--- src/design/assert_macros.svh ---
// Assertion macros shared by the people counter RTL.
// Included by files that carry concurrent checks; no other dependencies.
`ifndef ASSERT_MACROS_SVH
`define ASSERT_MACROS_SVH

`ifndef SYNTHESIS

// Property must hold at every clock edge outside reset.
`define BPC_ASSERT(label, clk, rst_n, prop) \
    label: assert property (@(posedge clk) disable iff (!(rst_n)) (prop)) \
        else $error("assertion failed");

// When the antecedent holds, the consequent must hold in the next cycle.
`define BPC_ASSERT_NEXT(label, clk, rst_n, ante, cons) \
    label: assert property (@(posedge clk) disable iff (!(rst_n)) (ante) |=> (cons)) \
        else $error("assertion failed");

`else

`define BPC_ASSERT(label, clk, rst_n, prop)
`define BPC_ASSERT_NEXT(label, clk, rst_n, ante, cons)

`endif

`endif

--- src/design/bpc_pkg.sv ---
// Package for the bidirectional people counter: widths, reset values,
// register indexes, sequence phases, event codes and beat types. No dependencies.
`default_nettype none

package bpc_pkg;

    localparam int TIMER_WIDTH = 16;
    localparam int CFG_TIMER_W = 16;
    localparam int COUNT_W     = 14;
    localparam int CFG_DATA_W  = 16;
    localparam int CFG_INDEX_W = 2;
    localparam int EVENT_W     = 3;
    localparam int CMP_W       = (TIMER_WIDTH > CFG_TIMER_W) ? TIMER_WIDTH : CFG_TIMER_W;

    localparam logic [CFG_TIMER_W-1:0] MATCH_WINDOW_RST  = CFG_TIMER_W'(500);
    localparam logic [CFG_TIMER_W-1:0] LOCKOUT_TICKS_RST = CFG_TIMER_W'(200);
    localparam logic [COUNT_W-1:0]     ALERT_LEVEL_RST   = COUNT_W'(10);
    localparam logic [COUNT_W-1:0]     COUNT_LIMIT_RST   = COUNT_W'(9999);

    typedef enum logic [CFG_INDEX_W-1:0] {
        CFG_MATCH_WINDOW  = 2'd0,
        CFG_LOCKOUT_TICKS = 2'd1,
        CFG_ALERT_LEVEL   = 2'd2,
        CFG_COUNT_LIMIT   = 2'd3
    } t_cfg_index;

    typedef enum logic [1:0] {
        PH_IDLE        = 2'd0,
        PH_ENTRY_FIRST = 2'd1,
        PH_EXIT_FIRST  = 2'd2
    } t_phase;

    typedef enum logic [EVENT_W-1:0] {
        EV_NONE       = 3'd0,
        EV_ENTRY      = 3'd1,
        EV_EXIT       = 3'd2,
        EV_EXIT_EMPTY = 3'd3,
        EV_ENTRY_FULL = 3'd4
    } t_event;

    typedef struct packed {
        logic [CFG_TIMER_W-1:0] match_window;
        logic [CFG_TIMER_W-1:0] lockout_ticks;
        logic [COUNT_W-1:0]     alert_level;
        logic [COUNT_W-1:0]     count_limit;
    } t_cfg;

    typedef struct packed {
        logic entry_level;
        logic exit_level;
        logic mode;
    } t_in_beat;

    typedef struct packed {
        logic [COUNT_W-1:0] occupancy;
        logic [COUNT_W-1:0] entries_total;
        logic [COUNT_W-1:0] exits_total;
        logic               alert;
        logic [EVENT_W-1:0] event_res;
    } t_out_beat;

endpackage

`default_nettype wire

--- src/design/bpc_in_if.sv ---
// Input channel of the people counter: valid/ready plus one sample beat.
// Depends on bpc_pkg.
`default_nettype none

interface bpc_in_if;
    import bpc_pkg::*;

    logic valid;
    logic ready;
    logic entry_level;
    logic exit_level;
    logic mode;

    modport source (output valid, output entry_level, output exit_level, output mode,
                    input ready);
    modport sink   (input valid, input entry_level, input exit_level, input mode,
                    output ready);
endinterface

`default_nettype wire

--- src/design/bpc_out_if.sv ---
// Result channel of the people counter: valid/ready plus one result beat.
// Depends on bpc_pkg.
`default_nettype none

interface bpc_out_if;
    import bpc_pkg::*;

    logic               valid;
    logic               ready;
    logic [COUNT_W-1:0] occupancy;
    logic [COUNT_W-1:0] entries_total;
    logic [COUNT_W-1:0] exits_total;
    logic               alert;
    logic [EVENT_W-1:0] event_res;

    modport source (output valid, output occupancy, output entries_total,
                    output exits_total, output alert, output event_res, input ready);
    modport sink   (input valid, input occupancy, input entries_total,
                    input exits_total, input alert, input event_res, output ready);
endinterface

`default_nettype wire

--- src/design/bpc_cfg_regs.sv ---
// Configuration register file of the people counter, written through a
// plain write port. Depends on bpc_pkg.
`default_nettype none

module bpc_cfg_regs (
    input  wire logic                           i_clk,
    input  wire logic                           i_rst_n,
    input  wire logic                           i_cfg_we,
    input  wire logic [bpc_pkg::CFG_INDEX_W-1:0] i_cfg_index,
    input  wire logic [bpc_pkg::CFG_DATA_W-1:0]  i_cfg_data,
    output bpc_pkg::t_cfg                       o_cfg
);
    import bpc_pkg::*;

    t_cfg r_cfg;

    always_ff @(posedge i_clk) begin
        if (!i_rst_n) begin
            r_cfg.match_window  <= MATCH_WINDOW_RST;
            r_cfg.lockout_ticks <= LOCKOUT_TICKS_RST;
            r_cfg.alert_level   <= ALERT_LEVEL_RST;
            r_cfg.count_limit   <= COUNT_LIMIT_RST;
        end else if (i_cfg_we) begin
            case (t_cfg_index'(i_cfg_index))
                CFG_MATCH_WINDOW: begin
                    r_cfg.match_window <= i_cfg_data[CFG_TIMER_W-1:0];
                end
                CFG_LOCKOUT_TICKS: begin
                    r_cfg.lockout_ticks <= i_cfg_data[CFG_TIMER_W-1:0];
                end
                CFG_ALERT_LEVEL: begin
                    r_cfg.alert_level <= i_cfg_data[COUNT_W-1:0];
                end
                CFG_COUNT_LIMIT: begin
                    r_cfg.count_limit <= i_cfg_data[COUNT_W-1:0];
                end
                default: begin
                end
            endcase
        end
    end

    assign o_cfg = r_cfg;

endmodule

`default_nettype wire

--- src/design/bpc_in_stage.sv ---
// Input register of the people counter: holds one sample beat until the
// core takes it. Depends on bpc_pkg and bpc_in_if.
`default_nettype none

module bpc_in_stage (
    input  wire logic        i_clk,
    input  wire logic        i_rst_n,
    bpc_in_if.sink           i_in,
    input  wire logic        i_advance,
    output logic             o_valid,
    output bpc_pkg::t_in_beat o_beat
);
    import bpc_pkg::*;

    logic     r_valid;
    t_in_beat r_beat;
    logic     accept;

    // Ready whenever the register is empty or is being drained this cycle.
    assign i_in.ready = !r_valid || i_advance;
    assign accept     = i_in.valid && i_in.ready;

    always_ff @(posedge i_clk) begin
        if (!i_rst_n) begin
            r_valid <= 1'b0;
        end else if (accept) begin
            r_valid <= 1'b1;
        end else if (i_advance) begin
            r_valid <= 1'b0;
        end
    end

    always_ff @(posedge i_clk) begin
        if (accept) begin
            r_beat.entry_level <= i_in.entry_level;
            r_beat.exit_level  <= i_in.exit_level;
            r_beat.mode        <= i_in.mode;
        end
    end

    assign o_valid = r_valid;
    assign o_beat  = r_beat;

endmodule

`default_nettype wire

--- src/design/bpc_core.sv ---
// Counter core: beam edge detection, sequence state machine, timers and
// saturating counts, all updated in one pass per beat. Depends on bpc_pkg.
`default_nettype none
`include "assert_macros.svh"

module bpc_core (
    input  wire logic          i_clk,
    input  wire logic          i_rst_n,
    input  wire logic          i_fire,
    input  bpc_pkg::t_in_beat  i_beat,
    input  bpc_pkg::t_cfg      i_cfg,
    output bpc_pkg::t_out_beat o_result
);
    import bpc_pkg::*;

    localparam logic [TIMER_WIDTH-1:0] TMR_ONE = TIMER_WIDTH'(1);

    function automatic logic [TIMER_WIDTH-1:0] sat_inc(input logic [TIMER_WIDTH-1:0] t);
        sat_inc = (t == '1) ? t : t + TMR_ONE;
    endfunction

    t_phase                 r_phase, n_phase;
    logic                   r_prev_entry, r_prev_exit;
    logic [TIMER_WIDTH-1:0] r_tsr, n_tsr;
    logic [TIMER_WIDTH-1:0] r_tsf, n_tsf;
    logic [COUNT_W-1:0]     r_people, n_people;
    logic [COUNT_W-1:0]     r_in_cnt, n_in_cnt;
    logic [COUNT_W-1:0]     r_out_cnt, n_out_cnt;

    logic   entry_edge, exit_edge, locked, in_time, resolve, start;
    t_event evt;

    assign entry_edge = r_prev_entry && !i_beat.entry_level;
    assign exit_edge  = r_prev_exit && !i_beat.exit_level;
    assign locked     = CMP_W'(r_tsr) < CMP_W'(i_cfg.lockout_ticks);
    assign in_time    = CMP_W'(r_tsf) <= CMP_W'(i_cfg.match_window);

    always_ff @(posedge i_clk) begin
        if (!i_rst_n) begin
            r_phase <= PH_IDLE;
        end else if (i_fire) begin
            r_phase <= n_phase;
        end
    end

    always_comb begin
        n_phase   = r_phase;
        n_people  = r_people;
        n_in_cnt  = r_in_cnt;
        n_out_cnt = r_out_cnt;
        evt       = EV_NONE;
        resolve   = 1'b0;
        start     = 1'b0;
        if (!locked) begin
            case (r_phase)
                PH_ENTRY_FIRST: begin
                    if (exit_edge && in_time) begin
                        resolve = 1'b1;
                        if (r_people >= i_cfg.count_limit) begin
                            evt = EV_ENTRY_FULL;
                        end else begin
                            evt      = EV_ENTRY;
                            n_people = r_people + 1'b1;
                            if (r_in_cnt < i_cfg.count_limit) begin
                                n_in_cnt = r_in_cnt + 1'b1;
                            end
                        end
                    end else if (!in_time) begin
                        resolve = 1'b1;
                    end
                end
                PH_EXIT_FIRST: begin
                    if (entry_edge && in_time) begin
                        resolve = 1'b1;
                        if (r_people == '0) begin
                            evt = EV_EXIT_EMPTY;
                        end else begin
                            evt      = EV_EXIT;
                            n_people = r_people - 1'b1;
                            if (r_out_cnt < i_cfg.count_limit) begin
                                n_out_cnt = r_out_cnt + 1'b1;
                            end
                        end
                    end else if (!in_time) begin
                        resolve = 1'b1;
                    end
                end
                PH_IDLE: begin
                    // An entry edge wins over a simultaneous exit edge.
                    if (entry_edge) begin
                        n_phase = PH_ENTRY_FIRST;
                        start   = 1'b1;
                    end else if (exit_edge) begin
                        n_phase = PH_EXIT_FIRST;
                        start   = 1'b1;
                    end
                end
                default: begin
                    n_phase = PH_IDLE;
                end
            endcase
        end
        if (resolve) begin
            n_phase = PH_IDLE;
        end
        // Timers restart at zero on their event and advance at the end of the tick.
        n_tsr = resolve ? TMR_ONE : sat_inc(r_tsr);
        n_tsf = start ? TMR_ONE : sat_inc(r_tsf);
        if (i_beat.mode) begin
            n_people  = '0;
            n_in_cnt  = '0;
            n_out_cnt = '0;
        end
        o_result.occupancy     = n_people;
        o_result.entries_total = n_in_cnt;
        o_result.exits_total   = n_out_cnt;
        o_result.alert         = n_people >= i_cfg.alert_level;
        o_result.event_res     = evt;
    end

    always_ff @(posedge i_clk) begin
        if (!i_rst_n) begin
            r_prev_entry <= 1'b1;
            r_prev_exit  <= 1'b1;
            r_tsr        <= '0;
            r_tsf        <= '0;
            r_people     <= '0;
            r_in_cnt     <= '0;
            r_out_cnt    <= '0;
        end else if (i_fire) begin
            r_prev_entry <= i_beat.entry_level;
            r_prev_exit  <= i_beat.exit_level;
            r_tsr        <= n_tsr;
            r_tsf        <= n_tsf;
            r_people     <= n_people;
            r_in_cnt     <= n_in_cnt;
            r_out_cnt    <= n_out_cnt;
        end
    end

    // A counted entry without a clear raises occupancy by exactly one.
    `BPC_ASSERT_NEXT(a_entry_inc, i_clk, i_rst_n, i_fire && !i_beat.mode && evt == EV_ENTRY, r_people == $past(r_people) + 1'b1)
    // Any reported event closes the sequence and restarts the lockout timer.
    `BPC_ASSERT_NEXT(a_event_resolves, i_clk, i_rst_n, i_fire && evt != EV_NONE, r_phase == PH_IDLE && r_tsr == TMR_ONE)
    // A locked tick never moves the sequence.
    `BPC_ASSERT_NEXT(a_locked_hold, i_clk, i_rst_n, i_fire && locked, $stable(r_phase))
    // Without a beat nothing in the counter state moves.
    `BPC_ASSERT_NEXT(a_idle_hold, i_clk, i_rst_n, !i_fire, $stable(r_people) && $stable(r_tsr) && $stable(r_phase))

endmodule

`default_nettype wire

--- src/design/bpc_out_stage.sv ---
// Result register of the people counter: holds one result beat until the
// consumer takes it. Depends on bpc_pkg and bpc_out_if.
`default_nettype none

module bpc_out_stage (
    input  wire logic          i_clk,
    input  wire logic          i_rst_n,
    input  wire logic          i_valid,
    input  bpc_pkg::t_out_beat i_result,
    output logic               o_free,
    bpc_out_if.source          o_out
);
    import bpc_pkg::*;

    logic      r_valid;
    t_out_beat r_result;
    logic      load;

    assign o_free = !r_valid || o_out.ready;
    assign load   = i_valid && o_free;

    always_ff @(posedge i_clk) begin
        if (!i_rst_n) begin
            r_valid <= 1'b0;
        end else if (load) begin
            r_valid <= 1'b1;
        end else if (o_out.ready) begin
            r_valid <= 1'b0;
        end
    end

    always_ff @(posedge i_clk) begin
        if (load) begin
            r_result <= i_result;
        end
    end

    assign o_out.valid         = r_valid;
    assign o_out.occupancy     = r_result.occupancy;
    assign o_out.entries_total = r_result.entries_total;
    assign o_out.exits_total   = r_result.exits_total;
    assign o_out.alert         = r_result.alert;
    assign o_out.event_res     = r_result.event_res;

endmodule

`default_nettype wire

--- src/design/bidirectional_people_counter_top.sv ---
// Top level of the two-beam bidirectional people counter.
// Depends on bpc_pkg, bpc_in_if, bpc_out_if and the bpc_* submodules.
`default_nettype none

// Each input beat is one sample tick carrying the two active-low beam levels
// and a clear request; each tick produces exactly one result beat with the
// occupancy, the entry and exit totals, the alert flag and the event code of
// that tick. The block takes one beat per clock cycle at full rate: a beat is
// captured in an input register, the core evaluates edges, the sequence state
// machine, the timers and the saturating counts in a single combinational pass,
// and the result then lands in an output register, held back while that register
// is full. The output register lets a new beat enter while a finished
// result still waits, so throughput only drops when the consumer holds ready
// low. Configuration registers (match window, lockout, alert level and count
// limit) are written through the plain write port and should only be changed
// while no beat is in flight. Reset is synchronous and active low; after reset
// the lockout timer starts at zero, so the first lockout_ticks ticks ignore
// beam edges.
module bidirectional_people_counter_top (
    input  wire logic                            i_clk,
    input  wire logic                            i_rst_n,
    input  wire logic                            i_cfg_we,
    input  wire logic [bpc_pkg::CFG_INDEX_W-1:0] i_cfg_index,
    input  wire logic [bpc_pkg::CFG_DATA_W-1:0]  i_cfg_data,
    bpc_in_if.sink                               i_in,
    bpc_out_if.source                            o_out
);
    import bpc_pkg::*;

    t_cfg      cfg;
    t_in_beat  in_beat;
    t_out_beat result;
    logic      in_valid;
    logic      out_free;
    logic      advance;

    // A beat moves from the input register through the core when the
    // result register can take its result in the same cycle.
    assign advance = in_valid && out_free;

    bpc_cfg_regs u_cfg_regs (
        .i_clk       (i_clk),
        .i_rst_n     (i_rst_n),
        .i_cfg_we    (i_cfg_we),
        .i_cfg_index (i_cfg_index),
        .i_cfg_data  (i_cfg_data),
        .o_cfg       (cfg)
    );

    bpc_in_stage u_in_stage (
        .i_clk     (i_clk),
        .i_rst_n   (i_rst_n),
        .i_in      (i_in),
        .i_advance (advance),
        .o_valid   (in_valid),
        .o_beat    (in_beat)
    );

    bpc_core u_core (
        .i_clk    (i_clk),
        .i_rst_n  (i_rst_n),
        .i_fire   (advance),
        .i_beat   (in_beat),
        .i_cfg    (cfg),
        .o_result (result)
    );

    bpc_out_stage u_out_stage (
        .i_clk    (i_clk),
        .i_rst_n  (i_rst_n),
        .i_valid  (in_valid),
        .i_result (result),
        .o_free   (out_free),
        .o_out    (o_out)
    );

endmodule

`default_nettype wire

--- src/flat_wrapper.sv ---
// flat-port wrapper written by rule: the top's interface ports become plain ports
module bidirectional_people_counter_top_flat import bpc_pkg::*;
  (i_clk, i_rst_n, i_cfg_we, i_cfg_index, i_cfg_data, i_in_valid, i_in_entry_level, i_in_exit_level, i_in_mode, i_in_ready, o_out_valid, o_out_occupancy, o_out_entries_total, o_out_exits_total, o_out_alert, o_out_event_res, o_out_ready);
  bpc_in_if i_in_i ();
  bpc_out_if o_out_i ();
  input  wire logic i_clk;
  input  wire logic i_rst_n;
  input  wire logic i_cfg_we;
  input  wire logic [bpc_pkg::CFG_INDEX_W-1:0] i_cfg_index;
  input  wire logic [bpc_pkg::CFG_DATA_W-1:0] i_cfg_data;
  input wire logic [$bits(i_in_i.valid)-1:0] i_in_valid;
  input wire logic [$bits(i_in_i.entry_level)-1:0] i_in_entry_level;
  input wire logic [$bits(i_in_i.exit_level)-1:0] i_in_exit_level;
  input wire logic [$bits(i_in_i.mode)-1:0] i_in_mode;
  output wire logic [$bits(i_in_i.ready)-1:0] i_in_ready;
  output wire logic [$bits(o_out_i.valid)-1:0] o_out_valid;
  output wire logic [$bits(o_out_i.occupancy)-1:0] o_out_occupancy;
  output wire logic [$bits(o_out_i.entries_total)-1:0] o_out_entries_total;
  output wire logic [$bits(o_out_i.exits_total)-1:0] o_out_exits_total;
  output wire logic [$bits(o_out_i.alert)-1:0] o_out_alert;
  output wire logic [$bits(o_out_i.event_res)-1:0] o_out_event_res;
  input wire logic [$bits(o_out_i.ready)-1:0] o_out_ready;
  assign i_in_i.valid = i_in_valid;
  assign i_in_i.entry_level = i_in_entry_level;
  assign i_in_i.exit_level = i_in_exit_level;
  assign i_in_i.mode = i_in_mode;
  assign i_in_ready = i_in_i.ready;
  assign o_out_valid = o_out_i.valid;
  assign o_out_occupancy = o_out_i.occupancy;
  assign o_out_entries_total = o_out_i.entries_total;
  assign o_out_exits_total = o_out_i.exits_total;
  assign o_out_alert = o_out_i.alert;
  assign o_out_event_res = o_out_i.event_res;
  assign o_out_i.ready = o_out_ready;
  bidirectional_people_counter_top u_core (.i_clk(i_clk), .i_rst_n(i_rst_n), .i_cfg_we(i_cfg_we), .i_cfg_index(i_cfg_index), .i_cfg_data(i_cfg_data), .i_in(i_in_i), .o_out(o_out_i));
endmodule
--- config.mk ---
export PLATFORM = sky130hd
export DESIGN_NAME = bidirectional_people_counter_top_flat
export DESIGN_NICKNAME = d
export VERILOG_FILES = /design/src/design/bpc_pkg.sv /design/src/design/bpc_in_if.sv /design/src/design/bpc_out_if.sv /design/src/design/bpc_cfg_regs.sv /design/src/design/bpc_in_stage.sv /design/src/design/bpc_core.sv /design/src/design/bpc_out_stage.sv /design/src/design/bidirectional_people_counter_top.sv /design/src/flat_wrapper.sv
export VERILOG_INCLUDE_DIRS = /design/src /design/src/design
export SDC_FILE = /design/constraint.sdc
export NUM_CORES = 1
export LEC_CHECK = 0
export BUFFER_PORTS_ARGS = -buffer_cell sky130_fd_sc_hd__buf_4
export CAP_MARGIN = 25
export CORE_MARGIN = 10
export CORE_UTILIZATION = 56
export CTS_CLUSTER_DIAMETER = 150
export DETAILED_ROUTE_END_ITERATION = 16
export GPL_ROUTABILITY_DRIVEN = 1
export PLACE_DENSITY = 0.75
export SKIP_CTS_REPAIR_TIMING = 1
export SLEW_MARGIN = 5
export SYNTH_ARGS = -nofsm -noshare
export SYNTH_HDL_FRONTEND = slang
export SYNTH_SLANG_ARGS = --single-unit
--- constraint.sdc ---
create_clock -name i_clk -period 4.63 [get_ports i_clk]
set_input_delay 0.463 -clock i_clk [delete_from_list [all_inputs] [get_ports i_clk]]
set_output_delay 0.463 -clock i_clk [all_outputs]
set_load 0.005 [all_outputs]
# Word-level counts from Yosys, hierarchy flattened
# Cells that the tools add are included.
# word_totals
regBits	189
inputBits	26
output_inout_bits	48
word_cells	117
# op_classes
n_addsub	6
magnitude_cmp	6
eq_ne	12
n_mux	46
n_reduce_logical	25
# op_table
op	n
$mux W14	18
$mux W16	4
$add A14 B1 Y14 const B	3
$add A16 B1 Y16 const B	2
$eq A16 B16 Y1 const B	2
$ge A14 B14 Y1	2
$lt A14 B14 Y1	2
$pmux W14 S2	1
$le A16 B16 Y1	1
$lt A16 B16 Y1	1
$logic_not A14 Y1	1
$sub A14 B1 Y14 const B	1
$mux W1	13
$reduce_and A2 Y1	6
$mux W2	5
$eq A2 B2 Y1 const B	3
$logic_and A1 B1 Y1	6
$mux W3	2
$pmux W3 S2	1
$eq A2 B1 Y1 const B	2
$logic_not A1 Y1	4
$logic_not A2 Y1	2
$ne A2 B1 Y1 const B	2
$ne A2 B2 Y1 const B	2
other kinds (7)	9

# Logic depth before layout (Yosys ltp)
# depth
word_depth	8
depth_mapped	21
ltp_nobuf	19

# Hierarchy
# A second synthesis with hierarchy kept.
# hier_totals
cells_unflattened	1355
hier_area_um2	11771.3
# modules_own_cells
module	instances	cells_per_inst	area_per_inst_um2	seq_area_each_um2
bpc_core	1	1061	7828.8	1561.5
bpc_cfg_regs	1	234	2349.8	1201.2
bpc_out_stage	1	51	1438.9	1401.3
bpc_in_stage	1	8	147.6	110.1
bidirectional_people_counter_top	1	1	6.3	0.0

# Worst setup path before layout
# Ideal clock, no wire load.
# synth_path
kind	register to register
from	reg u_core.u_core.r_people[0]
to	reg u_core.u_out_stage.r_result (netlist bit u_core.u_out_stage.o_out.alert) (data pin)
setup_time_ns	0.266
arrival_ns	4.282
t_required_ns	4.364
slack_ns	0.082
path_stages_with_launch	21
path_buffers	1
period_less_slack_ns	4.548
cell_sequence	dfxtp_1 inv_1 ha_1 nand2b_1 a31oi_1 o2111ai_1 a211o_1 or3_1 buf_6 a221o_1 a2111oi_0 nor3_1 ha_1 a21o_1 a21oi_1 nor2b_1 o311ai_0 a21oi_1 a211o_1 a31oi_1 o21ai_0
# synth_rtl
item	line	text
start: declaration	bpc_core.sv:26	logic [COUNT_W-1:0] r_people, n_people;
start signal: assignment	bpc_core.sv:135	r_people <= n_people;
end signal: assignment	bpc_out_stage.sv:34	r_result <= i_result;
end: declaration	bpc_out_stage.sv:16	t_out_beat r_result;

==> results.toml <==
[yosys]
synth_edf_count = 49
synth.avg_cell_area_um2 = 8.22
synthTopCellsByArea = "dfxtp_1, edfxtp_1, ha_1"
async_reset_ff_share_pct = 0
synthTopCellsByCount = "nand2_1, dfxtp_1, a21oi_1"
ys.flop_type = "dfxtp_1"
yosysMostFrequentCell = "nand2_1"
yosys.cell_types.count = 72
synth_fp_nets = 1487
ys_ff_latch = 189
ys_warn_count = 0
synth-seq-area-share_pct = 38.1
yosys.area.top_type = "dfxtp_1"
netlist.area_leader.share_pct = 25.0
synth_area_um2 = 11200
syn_inst = 1366

[drt]
wirelength_mm = 33.7
vias = 10800
drc = 0
postRouteAntennaNets = 0
routed_via_density = 6.20
wl_per_cell_um = 19.4
drtIter0Drc = 1009
first_pass_iters = 8

[worst_setup_path]
start_kind = "flip-flop"
reg2reg_slack_ns = 0.16
required_ns = 4.81
rr_endpoint = "u_core.u_out_stage.o_out.alert"
crit_arrival_ns = 4.65
cp-end-kind = "flip-flop"
crit_start = "u_core.u_core.r_people[0]"
r2r_start = "u_core.u_core.r_people[0]"
crit_type = "reg -> reg"
crit_end = "u_core.u_out_stage.o_out.alert"
path_max_fanout = 7
rr_worst_depth = 17

[timing]
max_freq_mhz = 224
hold_viol_final = 0
max_slew_margin_pct = 32.8
fin_crit_ns = 4.47
finalSetupViolations = 0
worstMarginPinSlew_ns = 0.999
period_share_pct = 96.5
fin_skew_ns = 0.00958
tns_ns = 0
drv_slew = 0
whs_ns = 0.203

[clock_network]
cts_buffers = 17
clock-sinks = 189
clk_pin_slew_ns = 0.07
cts_tree = "done"
clock_latency_ns = 0.44
cts_buffer_depth = 2
root_buffer = "clkbuf_16"
cts_max_level = 4

[floorplanning]
die_x_um = 162
ioPinCount = 74
core_region_area_um2 = 19600
die_area_um2 = 26100
die_h_um = 162
num_rows = 51
start_util_pct = 57.3

[pwr]
leakage_nw = 5.21
power_density_nw_per_um2 = 268
seq_power_share_pct = 50.3
sw_frac_of_total_pct = 26.0
p_int_w = 0.00258
p_sw_w = 0.000905
clkPwrFrac_pct = 41.5
finalPower_w = 0.00348
vdd_drop_max_mv = 0.228
share_comb_of_total_power_pct = 8.2

[place]
io_buffers = 73
place_inst = 1706
dp_hpwl_mm = 24.3
postPlaceCellArea_um2 = 12400
gp_congestion = 0.966

[cells_and_area]
instances_no_fill = 1740
n_fill_cell = 1699
post-route-cell-area_um2 = 13000
area_delta_synth_final_pct = 16.0
antenna_cells = 0
nets = 1583
drive_gt1_share_pct = 14.8

[run]
drv_cap = 0

[global_routing]
grt_overflow_total = 0
grt_pass1_vias = 10100
grt_usage_pct = 25.3
antenna_found_initial = 0
grt_max_degree = 62
grt_first_pass_wirelength_mm = 53.7

[worst_hold_path]
hp-class = "in -> reg"

[status]
status = "completed"
flip-flops by register name (all words and copies together) (netlist names), 2 cells and up:
name / count
u_core.u_core.r_in_cnt: 14
u_core.u_out_stage.o_out.entries_total: 14
u_core.u_core.r_people: 14
u_core.u_in_stage.o_beat: 3
u_core.u_cfg_regs.o_cfg: 60
u_core.u_out_stage.o_out.occupancy: 14
u_core.u_core.r_phase: 2
u_core.u_core.r_out_cnt: 14
u_core.u_out_stage.o_out.exits_total: 14
u_core.u_core.r_tsf: 16
u_core.u_out_stage.o_out.event_res: 3
u_core.u_core.r_tsr: 16
worst min path at each step:
stage	startpoint	end	slack (ns)	depth (start not counted)
after global placement	u_core.u_cfg_regs.o_cfg[41]	u_core.u_cfg_regs.o_cfg[41]	0.44	2
final	i_in_entry_level	u_core.u_in_stage.o_beat[2]	0.20	1
after detailed placement	u_core.u_cfg_regs.o_cfg[41]	u_core.u_cfg_regs.o_cfg[41]	0.45	2
after floorplan	u_core.u_cfg_regs.o_cfg[28]	u_core.u_cfg_regs.o_cfg[28]	0.43	2
after global routing	i_in_mode	u_core.u_in_stage.o_beat[0]	0.18	1
after CTS	i_in_entry_level	u_core.u_in_stage.o_beat[2]	0.19	1
layout make-up:
class / count / area (um2) / share of cell area, %
tap: 265 / 332 / 2.55
sequential: 189 / 4270 / 32.8
inverter: 85 / 319 / 2.45
timing repair buffer: 151 / 1140 / 8.74
multi-input combinational: 1018 / 6390 / 49.1
clock buffer: 20 / 468 / 3.59
clock inverter: 12 / 95.1 / 0.730
metal layers:
layer  GRT usage, %  wire [um]  up-vias
met1           33.3      14500     5066
met2           41.1      15700      473
met5              0          0        -
li1               -          -     5173
met4           7.94        862        0
met3           4.73       2620       68
cells in the final DEF (no fill, tap or decap), types with 7 or more instances in the layout:
cell type  Yosys  layout
a31oi_1       21      21
or3_1         24      24
or4_1         14      14
a211oi_1      15      15
buf_4          0     150
xor2_1         7       7
o21ai_0       57      57
inv_1         84      83
o22ai_1       10      10
a211o_1        7       7
and2_1         9       9
nor3_1        30      30
nand2_1      208     208
nand3b_1       7       7
clkbuf_16      0      18
nand3_1       55      55
or2_2         10      10
o211ai_1      27      27
nand2b_1       8       8
o21a_1         9       9
dfxtp_1      140     140
nand4_1       26      26
ha_1          95      95
nor4_1        20      18
or3b_2        11      11
nor2_1        82      82
a21o_1        15      15
o31ai_1        8       8
and3_1        27      27
edfxtp_1      49      49
xnor2_1        8       8
nor2b_1        9       9
a21oi_1      117     116
power by group through the flow:
stage	Combinational [W]	Clock, W	Sequential, W
after global placement	0.000276	0	0.00179
after floorplan	0.000150	0	0.00179
final	0.000287	0.00145	0.00175
after CTS	0.000283	0.00147	0.00175
after detailed placement	0.000282	0	0.00179
after global routing	0.000314	0.00154	0.00175
stage by stage:
step / setup WS [ns] / util, %
after floorplan: 0.0816 / -
after global routing: -0.0649 / 66.5
final: 0.162 / 66.5
after CTS: 0.00579 / 66.1
after global placement: 0.0797 / 63.2
after detailed placement: 0.0426 / 63.3
worst max-delay path, stage by stage (launching register included):
cell       delay, ns
dfxtp_1         0.33
inv_1           0.06
ha_1            0.27
nand2b_1        0.14
a31oi_1         0.20
o2111ai_1       0.16
a211o_1         0.33
buf_4           0.17
or4_1           0.55
or2_2           0.35
o31a_1          0.26
a21oi_1         0.31
ha_1            0.33
a21oi_1         0.13
a21oi_1         0.08
a211o_1         0.28
a31oi_1         0.15
o21ai_0         0.10
cells by family (layout without fill, tap and decap cells):
logic type	Yosys count	after routing	share of synthesized area [%]
compound gates	345	345	19.6
xor+xnor	15	15	1.17
fa+ha+maj	95	95	10.6
buf+inv	159	268	5.42
flops	189	189	38.1
mux	8	8	0.736
simple gates	555	555	24.4
Note: power is estimated with default switching activity, not from simulation.
